--- src/rtl/kmsd_pkg.sv ---
// Shared types, sizes and grid helpers for the keyboard matrix scanner.
// No dependencies; used by kmsd_limit and the scanner top module.
package kmsd_pkg;

    localparam int NUM_STATES = 8;
    localparam int NUM_LINES  = 7;
    localparam int NUM_ROWS   = 4;
    localparam int NUM_COLS   = 14;
    localparam int NUM_KEYS   = NUM_STATES * NUM_LINES;

    localparam int ST_W    = 3;
    localparam int KEY_W   = 6;
    localparam int COL_W   = 4;
    localparam int ROW_W   = 2;
    localparam int FRAME_W = 56;
    localparam int TIME_W  = 32;
    localparam int WIN_W   = 16;
    localparam int LIM_W   = 6;

    localparam int CFG_IDX_W  = 1;
    localparam int CFG_DATA_W = 16;

    localparam logic [CFG_IDX_W-1:0] REG_DEBOUNCE = 1'b0;
    localparam logic [CFG_IDX_W-1:0] REG_LIMIT    = 1'b1;

    localparam logic [WIN_W-1:0] WIN_RESET   = WIN_W'(30);
    localparam logic [LIM_W-1:0] LIMIT_RESET = LIM_W'(24);

    typedef struct packed {
        logic [COL_W-1:0] col;
        logic [ROW_W-1:0] row;
        logic             shift;
        logic             ctrl;
        logic             alt;
        logic             last;
    } t_evt;

    // Frame bit of a grid cell: drive state is (3 - row), plus 4 for even
    // columns; sense line is col / 2.
    function automatic logic [KEY_W-1:0] key_bit(input logic [ROW_W-1:0] row,
                                                 input logic [COL_W-1:0] col);
        logic [ST_W-1:0] s;
        s = {~col[0], ROW_W'(3) - row};
        return {s, 3'b000} - {3'b000, s} + {3'b000, col[COL_W-1:1]};
    endfunction

    // fn, shift (row 2) and ctrl, opt, alt (row 3) by grid index
    function automatic logic is_modifier(input logic [KEY_W-1:0] key);
        return (key == KEY_W'(2 * NUM_COLS))     || (key == KEY_W'(2 * NUM_COLS + 1)) ||
               (key == KEY_W'(3 * NUM_COLS))     || (key == KEY_W'(3 * NUM_COLS + 1)) ||
               (key == KEY_W'(3 * NUM_COLS + 2));
    endfunction

    localparam logic [KEY_W-1:0] SHIFT_BIT = key_bit(ROW_W'(2), COL_W'(1));
    localparam logic [KEY_W-1:0] CTRL_BIT  = key_bit(ROW_W'(3), COL_W'(0));
    localparam logic [KEY_W-1:0] ALT_BIT   = key_bit(ROW_W'(3), COL_W'(2));

endpackage

--- src/rtl/kmsd_ram.sv ---
// Generic single-write, single-read RAM with registered read data.
// No dependencies.
module kmsd_ram #(
    parameter int WIDTH = 32,
    parameter int DEPTH = 64
) (
    input  logic                     i_clk,
    input  logic                     i_we,
    input  logic [$clog2(DEPTH)-1:0] i_waddr,
    input  logic [WIDTH-1:0]         i_wdata,
    input  logic [$clog2(DEPTH)-1:0] i_raddr,
    output logic [WIDTH-1:0]         o_rdata
);

    logic [WIDTH-1:0] r_mem [DEPTH];
    logic [WIDTH-1:0] r_rdata;

    always_ff @(posedge i_clk) begin
        if (i_we) begin
            r_mem[i_waddr] <= i_wdata;
        end
        r_rdata <= r_mem[i_raddr];
    end

    assign o_rdata = r_rdata;

endmodule

--- src/rtl/kmsd_limit.sv ---
// Press-limit pass: walks the frame one drive state (7 sense bits) per cycle,
// keeps the first N set bits and finds new presses. Depends on kmsd_pkg.
module kmsd_limit (
    input  logic                          i_clk,
    input  logic                          i_rst_n,
    input  logic                          i_start,
    input  logic [kmsd_pkg::FRAME_W-1:0]  i_frame,
    input  logic [kmsd_pkg::LIM_W-1:0]    i_limit,
    output logic                          o_done,
    output logic [kmsd_pkg::FRAME_W-1:0]  o_kept,
    output logic [kmsd_pkg::FRAME_W-1:0]  o_cand
);
    import kmsd_pkg::*;

    logic                 r_busy;
    logic                 r_done;
    logic [ST_W-1:0]      r_st;
    logic [LIM_W-1:0]     r_taken;
    logic [FRAME_W-1:0]   r_frame;
    logic [FRAME_W-1:0]   r_kept;
    logic [FRAME_W-1:0]   r_was;
    logic [FRAME_W-1:0]   r_cand;

    logic [KEY_W-1:0]     base;
    logic [NUM_LINES-1:0] slice;
    logic [NUM_LINES-1:0] keep;
    logic [LIM_W-1:0]     cnt;

    assign base  = {r_st, 3'b000} - {3'b000, r_st};
    assign slice = r_frame[base +: NUM_LINES];

    // running count over one drive state; cnt never passes the limit
    always_comb begin
        cnt = r_taken;
        for (int j = 0; j < NUM_LINES; j++) begin
            keep[j] = 1'b0;
            if (slice[j] && (cnt < i_limit)) begin
                keep[j] = 1'b1;
                cnt     = cnt + LIM_W'(1);
            end
        end
    end

    always_ff @(posedge i_clk) begin
        if (!i_rst_n) begin
            r_busy  <= 1'b0;
            r_done  <= 1'b0;
            r_st    <= '0;
            r_taken <= '0;
            r_was   <= '0;
        end else begin
            r_done <= 1'b0;
            if (i_start) begin
                r_frame <= i_frame;
                r_busy  <= 1'b1;
                r_st    <= '0;
                r_taken <= '0;
            end else if (r_busy) begin
                r_kept[base +: NUM_LINES] <= keep;
                r_cand[base +: NUM_LINES] <= keep & ~r_was[base +: NUM_LINES];
                r_was[base +: NUM_LINES]  <= keep;
                r_taken <= cnt;
                r_st    <= r_st + ST_W'(1);
                if (r_st == ST_W'(NUM_STATES - 1)) begin
                    r_busy <= 1'b0;
                    r_done <= 1'b1;
                end
            end
        end
    end

    assign o_done = r_done;
    assign o_kept = r_kept;
    assign o_cand = r_cand;

endmodule

--- src/rtl/keyboard_matrix_scan_debounce.sv ---
// Keyboard matrix scanner top: config registers, key-walk sequencer, debounce.
// Depends on kmsd_pkg, kmsd_limit and kmsd_ram.
// One input beat is a full 56-bit scan frame plus a ms time stamp. The block
// takes a frame, runs the press-limit pass (one drive state per cycle, then a
// done strobe), then walks the 56 keys in row-major order. A newly pressed key
// passes from the read state to an event state, since each such key reads its
// last-emit time from a 56x32 RAM with registered read; it may wait there while
// the output side stalls. A frame is taken only after the previous one has
// closed; o_ready is high only between frames. Each reported key is held back
// one event so the final event of a frame carries last_event; the final beat
// is loaded in the closing flush state, which waits while the output is full.
// Emit times read as zero until first written.
module keyboard_matrix_scan_debounce (
    input  logic                              i_clk,
    input  logic                              i_rst_n,
    input  logic                              i_valid,
    output logic                              o_ready,
    input  logic [kmsd_pkg::FRAME_W-1:0]      i_sense_frame,
    input  logic [kmsd_pkg::TIME_W-1:0]       i_time_stamp,
    output logic                              o_valid,
    input  logic                              i_ready,
    output logic [kmsd_pkg::COL_W-1:0]        o_key_column,
    output logic [kmsd_pkg::ROW_W-1:0]        o_key_row,
    output logic                              o_shift_held,
    output logic                              o_ctrl_held,
    output logic                              o_alt_held,
    output logic                              o_last_event,
    input  logic                              i_cfg_we,
    input  logic [kmsd_pkg::CFG_IDX_W-1:0]    i_cfg_idx,
    input  logic [kmsd_pkg::CFG_DATA_W-1:0]   i_cfg_data
);
    import kmsd_pkg::*;

    typedef enum logic [2:0] {
        ST_IDLE,
        ST_SCAN,
        ST_KEY_RD,
        ST_KEY_EV,
        ST_FLUSH
    } t_state;

    t_state               r_state;
    logic [WIN_W-1:0]     r_win;
    logic [LIM_W-1:0]     r_limit;
    logic [TIME_W-1:0]    r_now;
    logic [KEY_W-1:0]     r_key;
    logic [ROW_W-1:0]     r_row;
    logic [COL_W-1:0]     r_col;
    logic [NUM_KEYS-1:0]  r_tvalid;
    t_evt                 r_out;
    logic                 r_out_valid;
    t_evt                 r_pend;
    logic                 r_pend_valid;

    logic                 lim_start;
    logic                 lim_done;
    logic [FRAME_W-1:0]   lim_kept;
    logic [FRAME_W-1:0]   lim_cand;

    logic [TIME_W-1:0]    ram_rdata;
    logic                 ram_we;

    logic [KEY_W-1:0]     cur_bit;
    logic                 cand;
    logic [TIME_W-1:0]    emit_t;
    logic [TIME_W-1:0]    since;
    logic                 held;
    logic                 mod_key;
    logic                 out_free;
    logic                 out_load;
    logic                 adv;
    logic                 last_key;
    t_evt                 new_evt;

    assign lim_start = i_valid && o_ready;

    kmsd_limit u_limit (
        .i_clk   (i_clk),
        .i_rst_n (i_rst_n),
        .i_start (lim_start),
        .i_frame (i_sense_frame),
        .i_limit (r_limit),
        .o_done  (lim_done),
        .o_kept  (lim_kept),
        .o_cand  (lim_cand)
    );

    kmsd_ram #(
        .WIDTH (TIME_W),
        .DEPTH (NUM_KEYS)
    ) u_emit_ram (
        .i_clk   (i_clk),
        .i_we    (ram_we),
        .i_waddr (r_key),
        .i_wdata (r_now),
        .i_raddr (r_key),
        .o_rdata (ram_rdata)
    );

    assign cur_bit  = key_bit(r_row, r_col);
    assign cand     = lim_cand[cur_bit];
    assign emit_t   = r_tvalid[r_key] ? ram_rdata : '0;
    assign since    = r_now - emit_t;
    assign held     = (r_win != '0) && (since < {{(TIME_W - WIN_W){1'b0}}, r_win});
    assign mod_key  = is_modifier(r_key);
    assign out_free = !r_out_valid || i_ready;
    assign last_key = (r_key == KEY_W'(NUM_KEYS - 1));

    // a reported key waits only when both the held-back event and the output are full
    assign ram_we = (r_state == ST_KEY_EV) && !held && (mod_key || !r_pend_valid || out_free);
    assign adv    = ((r_state == ST_KEY_RD) && !cand) ||
                    ((r_state == ST_KEY_EV) && (held || ram_we));

    // output register takes the held-back event
    assign out_load = ((r_state == ST_KEY_EV) && ram_we && !mod_key && r_pend_valid) ||
                      ((r_state == ST_FLUSH) && r_pend_valid && out_free);

    always_comb begin
        new_evt.col   = r_col;
        new_evt.row   = r_row;
        new_evt.shift = lim_kept[SHIFT_BIT];
        new_evt.ctrl  = lim_kept[CTRL_BIT];
        new_evt.alt   = lim_kept[ALT_BIT];
        new_evt.last  = 1'b0;
    end

    always_ff @(posedge i_clk) begin
        if (!i_rst_n) begin
            r_state      <= ST_IDLE;
            r_win        <= WIN_RESET;
            r_limit      <= LIMIT_RESET;
            r_tvalid     <= '0;
            r_out_valid  <= 1'b0;
            r_pend_valid <= 1'b0;
            r_key        <= '0;
            r_row        <= '0;
            r_col        <= '0;
        end else begin
            if (i_cfg_we) begin
                unique case (i_cfg_idx)
                    REG_DEBOUNCE: r_win   <= i_cfg_data[WIN_W-1:0];
                    REG_LIMIT:    r_limit <= i_cfg_data[LIM_W-1:0];
                    default:      ;
                endcase
            end

            if (out_load) begin
                r_out_valid <= 1'b1;
            end else if (r_out_valid && i_ready) begin
                r_out_valid <= 1'b0;
            end

            unique case (r_state)
                ST_IDLE: begin
                    if (lim_start) begin
                        r_now   <= i_time_stamp;
                        r_state <= ST_SCAN;
                    end
                end
                ST_SCAN: begin
                    if (lim_done) begin
                        r_key   <= '0;
                        r_row   <= '0;
                        r_col   <= '0;
                        r_state <= ST_KEY_RD;
                    end
                end
                ST_KEY_RD: begin
                    if (cand) begin
                        r_state <= ST_KEY_EV;
                    end
                end
                ST_KEY_EV: begin
                    if (ram_we) begin
                        r_tvalid[r_key] <= 1'b1;
                        if (!mod_key) begin
                            if (r_pend_valid) begin
                                r_out <= r_pend;
                            end
                            r_pend       <= new_evt;
                            r_pend_valid <= 1'b1;
                        end
                    end
                end
                ST_FLUSH: begin
                    if (!r_pend_valid) begin
                        r_state <= ST_IDLE;
                    end else if (out_free) begin
                        r_out        <= {r_pend.col, r_pend.row, r_pend.shift,
                                         r_pend.ctrl, r_pend.alt, 1'b1};
                        r_pend_valid <= 1'b0;
                        r_state      <= ST_IDLE;
                    end
                end
                default: r_state <= ST_IDLE;
            endcase

            if (adv) begin
                r_state <= last_key ? ST_FLUSH : ST_KEY_RD;
                r_key   <= r_key + KEY_W'(1);
                if (r_col == COL_W'(NUM_COLS - 1)) begin
                    r_col <= '0;
                    r_row <= r_row + ROW_W'(1);
                end else begin
                    r_col <= r_col + COL_W'(1);
                end
            end
        end
    end

    assign o_ready      = (r_state == ST_IDLE);
    assign o_valid      = r_out_valid;
    assign o_key_column = r_out.col;
    assign o_key_row    = r_out.row;
    assign o_shift_held = r_out.shift;
    assign o_ctrl_held  = r_out.ctrl;
    assign o_alt_held   = r_out.alt;
    assign o_last_event = r_out.last;

    // no held-back event may survive the end of a frame
    a_idle_no_pend: assert property (@(posedge i_clk) disable iff (!i_rst_n)
        (r_state == ST_IDLE) |-> !r_pend_valid)
        else $error("held-back event left over at frame end");

    a_accept_scan: assert property (@(posedge i_clk) disable iff (!i_rst_n)
        (i_valid && o_ready) |=> (r_state == ST_SCAN))
        else $error("accepted frame did not start the limit pass");

    a_limit_done: assert property (@(posedge i_clk) disable iff (!i_rst_n)
        lim_done |-> (r_state == ST_SCAN))
        else $error("limit pass finished outside the scan phase");

    // the write may come after output stalls spent in the event state
    a_emit_write: assert property (@(posedge i_clk) disable iff (!i_rst_n)
        ram_we |-> (($past(r_state) == ST_KEY_RD || $past(r_state) == ST_KEY_EV) &&
                    cand && r_key < KEY_W'(NUM_KEYS)))
        else $error("emit time written for a key that was not a new press");

endmodule
--- config.mk ---
export PLATFORM = sky130hd
export DESIGN_NAME = keyboard_matrix_scan_debounce
export DESIGN_NICKNAME = d
export VERILOG_FILES = /design/src/rtl/kmsd_pkg.sv /design/src/rtl/kmsd_ram.sv /design/src/rtl/kmsd_limit.sv /design/src/rtl/keyboard_matrix_scan_debounce.sv
export SDC_FILE = /design/constraint.sdc
export NUM_CORES = 2
export LEC_CHECK = 0
export ABC_AREA = 1
export BUFFER_PORTS_ARGS = -buffer_cell sky130_fd_sc_hd__buf_2
export CORE_ASPECT_RATIO = 2
export CORE_MARGIN = 4
export CORE_UTILIZATION = 37
export DETAILED_ROUTE_END_ITERATION = 8
export MAX_ROUTING_LAYER = met4
export PLACE_DENSITY = 0.55
export RECOVER_POWER = 100
export SYNTH_ARGS = -nofsm -noshare
export SYNTH_HDL_FRONTEND = slang
export SYNTH_SLANG_ARGS = --single-unit
--- constraint.sdc ---
create_clock -name i_clk -period 25.1 [get_ports i_clk]
set_input_delay 2.51 -clock i_clk [delete_from_list [all_inputs] [get_ports i_clk]]
set_output_delay 2.51 -clock i_clk [all_outputs]
set_load 0.1 [all_outputs]
* Word level (Yosys, flattened, before mapping)
Memory sizes are Yosys's and may differ from the RTL's. A register that Yosys moved wholly into a read port is not among the register bits.
Index checks and enable logic that the tools add are counted.
** Storage, ports and cells
- Register bits :: 381
- Bits in writable memories :: 1792
- Bits of input ports :: 110
- Output and inout bits :: 12
- Word-level logic and storage cells :: 211
- Memories kept :: 1
** Cells by class
- Add/sub/neg operators :: 17
- Magnitude comparators :: 11
- Eq/ne operators :: 22
- Shift operators :: 5
- Mux-type cells :: 62
- Bitwise gates (word level) :: 9
- Reduce and logical (&&, ||, !) cells :: 55
** Memories
- u_emit_ram.r_mem :: words 56, bits a word 32, rd ports 1, clocked after memory_dff 1, write ports 1, line kmsd_ram.sv:15 : logic [WIDTH-1:0] r_mem [DEPTH];
** Operators by type and width (count)
- $bwmux 56 :: 3
- $shiftx 56x7->7 :: 2
- $shiftx 7x8->56 :: 2
- $mux 6 :: 10
- $or 56x56->56 :: 1
- $shift 7x8->56 const A :: 1
- $mux 10 :: 5
- $add 6x1->6 const B :: 8
- $lt 6x6->1 :: 7
- $lt 32x16->1 :: 1
- $mux 32 :: 1
- $sub 32x32->32 :: 1
- $eq 6x6->1 const B :: 4
- $mux 1 :: 22
- $mux 3 :: 7
- $logic_and 1x1->1 :: 20
- $pmux 10 s2 :: 1
- $mux 4 :: 4
- $reduce_bool 16->1 :: 1
- $pmux 3 s5 :: 1
- $lt 6x7->1 const B :: 2
- $bmux 1 s6 :: 2
- $eq 6x5->1 const B :: 2
- $ne 2x2->1 const B :: 6
- other kinds (33) :: 67

* Logic depth before layout (Yosys ltp)
- Depth after elaboration :: 25
- Gate-level depth with buffers :: 85
- Mapped depth without buffers :: 79

* By module
A second synthesis with hierarchy kept.
** Second synthesis, totals
- Cell total of the unflattened synthesis :: 9908
- Area, all modules :: 99271.5 um^2
** Modules (own cells, without submodules)
- kmsd_ram :: times used 1, cells an instance 6305, area each 73700.7 um^2
- kmsd_limit :: times used 1, cells an instance 2168, area each 15894.0 um^2
- keyboard_matrix_scan_debounce :: times used 1, cells an instance 1435, area each 9676.8 um^2

* Least setup slack after synthesis
OpenSTA, ideal clock, no wires.
- Path type :: flip-flop to flip-flop
- Start point :: register u_limit.r_st[0]
- End point :: register u_limit.r_cand[48] (netlist: u_limit.o_cand[48]), data pin
- Data arrival time :: 12.406 ns
- Setup slack :: 12.554 ns
- Cell stages (with the launch flop) :: 82
- Clock period less this slack :: 12.546 ns
- Cell sequence :: dfxtp_1 > inv_2 > buf_4 > buf_4 > clkbuf_1 > clkbuf_1 > buf_2 > ha_1 > inv_1 > ha_1 > clkinv_1 > nand2_1 > inv_2 > nand2_1 > nand2_1 > nor2_1 > nand2_1 > nand3_1 > [46 not listed] > a21oi_1 > o21ai_0 > a221oi_1 > nand2_2 > inv_1 > nand4_1 > nor3_1 > xor2_1 > ha_1 > a21oi_1 > o21ai_0 > a221oi_1 > nand3_2 > o21ai_2 > nand2_2 > o21ai_2 > nand2_1 > nor2_1
** Between the ends
- Word-level cells in the longest chain between the ends :: 25
- Elaborated cells between the ends (all ways) :: 40
- Classes of those cells :: add/sub (7); order compare (6); shift (4); mux (14); bitwise (2); reduce/logical (7)
** RTL lines
- start: declaration :: line kmsd_limit.sv:17 : logic [ST_W-1:0] r_st;
- start signal: assignment :: line kmsd_limit.sv:63 : r_st <= r_st + ST_W'(1);
- $sub 6x3->6 * :: line kmsd_limit.sv:29 : assign base = {r_st, 3'b000} - {3'b000, r_st};
- $shiftx 56x7->7 :: line kmsd_limit.sv:30 : assign slice = r_frame[base +: NUM_LINES];
- $logic_and 1x1->1 :: line kmsd_limit.sv:37 : if (slice[j] && (cnt < i_limit)) begin
- $mux 6 :: line kmsd_limit.sv:37
- $lt 6x6->1 :: line kmsd_limit.sv:37
- $logic_and 1x1->1 :: line kmsd_limit.sv:37
- $mux 6 :: line kmsd_limit.sv:37
- $lt 6x6->1 :: line kmsd_limit.sv:37
- [9 not listed]
- $logic_and 1x1->1 :: line kmsd_limit.sv:37
- $mux 6 :: line kmsd_limit.sv:37
- $lt 6x6->1 :: line kmsd_limit.sv:37
- $logic_and 1x1->1 :: line kmsd_limit.sv:37
- $mux 1 :: line kmsd_limit.sv:37
- $and 7x7->7 :: line kmsd_limit.sv:60 : r_cand[base +: NUM_LINES] <= keep & ~r_was[base +: NUM_LINES];
- $shiftx 7x8->56 :: line kmsd_limit.sv:60
- $bwmux 56 * :: line kmsd_limit.sv:60
- end signal: indexed assignment :: line kmsd_limit.sv:60
- end: declaration :: line kmsd_limit.sv:22 : logic [FRAME_W-1:0] r_cand;
Mark *: on every way between the ends. The rest lies on a longest branch, timed or not.
A chain may end at the register's enable or synchronous reset.

* Worst setup path in the final report
- Start point :: register u_limit.r_st[0]
- End point :: register u_limit.r_cand[40] (netlist: u_limit.o_cand[40]), data pin
The elaborated chain is that of the path after synthesis.

==> qor.yml <==
rows: 251
area_growth_pct: 12.0
seq_area_frac_synth_pct: 71.9
hp-start: "r_pend[3]$_DFFE_PP_"
htree_num_levels: 4
via_count: 59600
grt_use_met3_pct: 5.19
fin_skew_ps: 59.0
synth_cell_type_count: 68
placement.io_buffers: 121
drive_above_1_share_pct: 8.02
fillers: 21700
ys_async_sr_fraction_pct: 0
finalHoldViolCount: 0
synth.area.mux_share_pct: 0.172
min_period_ps: 18420
synth_edf_count: 1958
tightest_slew_ps: 5330
synth.cell_area_sq_um: 87200
synthTopCellsByArea: "edfxtp_1, nand2_1, dfxtp_1"
power_w: 0.00965
synth_compound_area_share_pct: 12.2
register_area_sq_um: 62700
cts.path.max_buffers: 4
synth-simple-area-share_pct: 10.2
ios: 122
postSynthCellCount: 6690
p_switching_w: 0.00329
grt_max_degree: 101
status: "finished, violations left"
r2r_slack_ps: 6680
clkPwrFrac_pct: 31.2
grt_pass1_vias: 58900
syn_nets: 6909
swShare_pct: 34.1
clock-sinks: 2152
grt_pass1_wl_um: 474000
synth_fa_ha_area_share_pct: 1.58
grtUsageTotal_pct: 28.7
start_util_pct: 37.3
clkLatencyLatePin_ps: 870
drt_wl_total_um: 345000
holdWs_ps: 417
crit_end: "u_limit.o_cand[40]$_DFFE_PP_"
yosysMostFrequentCell: "edfxtp_1"
gp_congestion: 1.02
fin_tns_setup_ps: 0
die_h_um: 694
arrival_ps: 19080
r2r_cells: 77
crit_path_end_kind: "flip-flop"
required_ps: 25760
p_per_area_nw_per_um2: 98.8
drv_cap: 118
ys_seq_elements: 2152
p_leak_nw: 32.2
violations: "capacitance limit, slew limit"
hold_buffers: 0
cts_resized: 0
ant_nets: 0
synth_top_family_by_area: "compound AO/OA/AOI/OAI gates"
start_kind: "flip-flop"
ys_warn_count: 0
clkSlewWorstSetupHoldPaths_ps: 70
synth_top_area_share_pct: 67.5
worst_path_max_delay_cell: "clkbuf_1"
first_iter_violations: 5829
vias_per_cell: 5.92
core_sq_um: 234000
clock.fmax_mhz: 54.3
synth_common_cells: "edfxtp_1, nand2_1, inv_1"
max-slew-margin-rel_pct: -255
synth_area_per_cell_sq_um: 13.0
rr_endpoint: "u_limit.o_cand[40]$_DFFE_PP_"
pwr-share-comb_pct: 26.2
crit_path_start: "u_limit.r_st[0]$_SDFFE_PP0P_"
worst_ir_drop_vdd_uv: 69.6
postCtsSetupBuffers: 0
yosys.area_share.xor_xnor_pct: 0.623
r2r_start: "u_limit.r_st[0]$_SDFFE_PP0P_"
grt_remaining_overflow: 0
nNetsFinal: 7063
cp_slowest_stage_delay_ps: 1000
wl_per_cell_um: 34.2
p_int_w: 0.00635
drtPass1Iterations: 6
critPathMostFrequentCell: "nand2_1"
final_cells: 10100
tritoncts: "done"
antenna_found_initial: 33
crit_type: "flip-flop to flip-flop"
fp.dieW_um: 351
die_area_sq_um: 244000
grt_use_met1_pct: 27.7
maxSlewViolCount: 3791
yosysTopAreaCell: "edfxtp_1"
dp_hpwl_um: 220000
top_usage_layer: "met2"
cp_max_fo: 29
setup_viol: 0
place_inst: 9683
drc: 0
ctsRootBufferMaster: "clkbuf_16"
cts_buffers: 195
multi_input_area_sq_um: 21600
synth_flop_cell: "edfxtp_1"
seq_power_share_pct: 42.7
hp-class: "flip-flop to flip-flop"
grtUsageMet2_pct: 49.5
finalCritPeriodShare_pct: 73.4
rsz0062_at_grt: "false"
-- per-stage QoR --
step                      utilization (%)  worst slack (ps)  cell area (sq um)
after floorplan                         -             12550              87200
after global placement               39.3              9600              91900
after detailed placement             39.3              9330              91900
after CTS                            41.9              9220              98100
after global routing                 41.7              5070              97600
final                                41.7              6680              97600
-- cell usage in the layout, fill, tap and decap left out, types with 13 or more instances in the layout --
master      synthesis  routed
buf_2              13     102
mux2i_1            15      15
a22oi_1           269     269
diode_2             0      35
clkbuf_16           0     197
o22ai_1            46      46
clkinvlp_2          0      29
xor2_1             51      51
a21oi_1           277     277
a22o_1            193     193
clkinv_1           10      35
buf_4              16      75
inv_1             339     309
edfxtp_1         1958    1958
o21a_1             31      31
dfxtp_1           194     194
bufinv_16           0      16
clkbuf_1          230     181
nor2_1            305     292
nand3_1           190     193
clkinv_2            0      33
nor3_1             46      42
ha_1              107     107
a221oi_1          243     244
a41oi_1            13      13
o211ai_1           39      39
o221ai_1           13      13
o21ai_0           256     266
nand2_1          1306    1313
nand4_1           210     210
a31oi_1            37      37
-- cell type report --
cell class,count,area share [%]
flip-flops and latches,2152,64.2
multi-input cells,3813,22.2
clock buffers,254,5.39
well taps,3036,3.89
repair buffers,322,1.81
inverters,360,1.43
clock inverters,98,1.01
diodes,35,0.0897
-- critical path, delay by kind of cell (launching register included) --
family          cells  cell delay (ps)
fa+ha+maj           8             2720
simple gates       33             5530
xor+xnor            6             1660
flops               1              470
compound gates     19             4510
buf+inv            11             3300
-- power groups by stage --
stage                     logic, W  registers [W]  clock network (W)
after global placement     0.00251        0.00418                  0
after floorplan            0.00146        0.00418                  0
after detailed placement   0.00251        0.00418                  0
after CTS                  0.00251        0.00410            0.00305
after global routing       0.00271        0.00412            0.00318
final                      0.00253        0.00412            0.00301
-- state kept, by name, indices dropped and copies added, names as in the netlist, 2 cells and up --
signal	flops
u_limit.o_kept	3
o_key_column	4
r_col	4
u_emit_ram.o_rdata	32
u_limit.r_taken	6
u_limit.o_cand	56
u_limit.r_was	56
r_pend	9
r_win	16
r_key	6
r_limit	6
r_tvalid	56
u_limit.r_frame	56
r_now	32
r_row	2
o_key_row	2
u_emit_ram.r_mem	1792
r_state	3
u_limit.r_st	3
-- routing by layer --
layer  routed length, um  vias to the layer above
met2              178000                     2842
li1                    -                    25500
met4               35800                        0
met5                   0                        -
met3               21400                     1070
met1              109000                    30200
-- worst min-delay path by stage --
| stage | end | depth (start not counted) |
|---|---|---|
| after floorplan | o_alt_held$_DFFE_PP_ | 0 |
| after CTS | o_shift_held$_DFFE_PP_ | 0 |
| after global routing | o_ctrl_held$_DFFE_PP_ | 0 |
| final | o_shift_held$_DFFE_PP_ | 0 |
| after global placement | o_shift_held$_DFFE_PP_ | 0 |
| after detailed placement | o_key_column[0]$_DFFE_PP_ | 0 |
-- cell families after synthesis --
logic type / Yosys count
DFF: 2152
xor gates and xnor gates: 62
muxes: 15
AOI/OAI and AO/OA: 1520
and+or+nand+nor: 2107
buffers and inverters: 725
adders and majority gates: 109
Power figures use the tool's default switching activity.
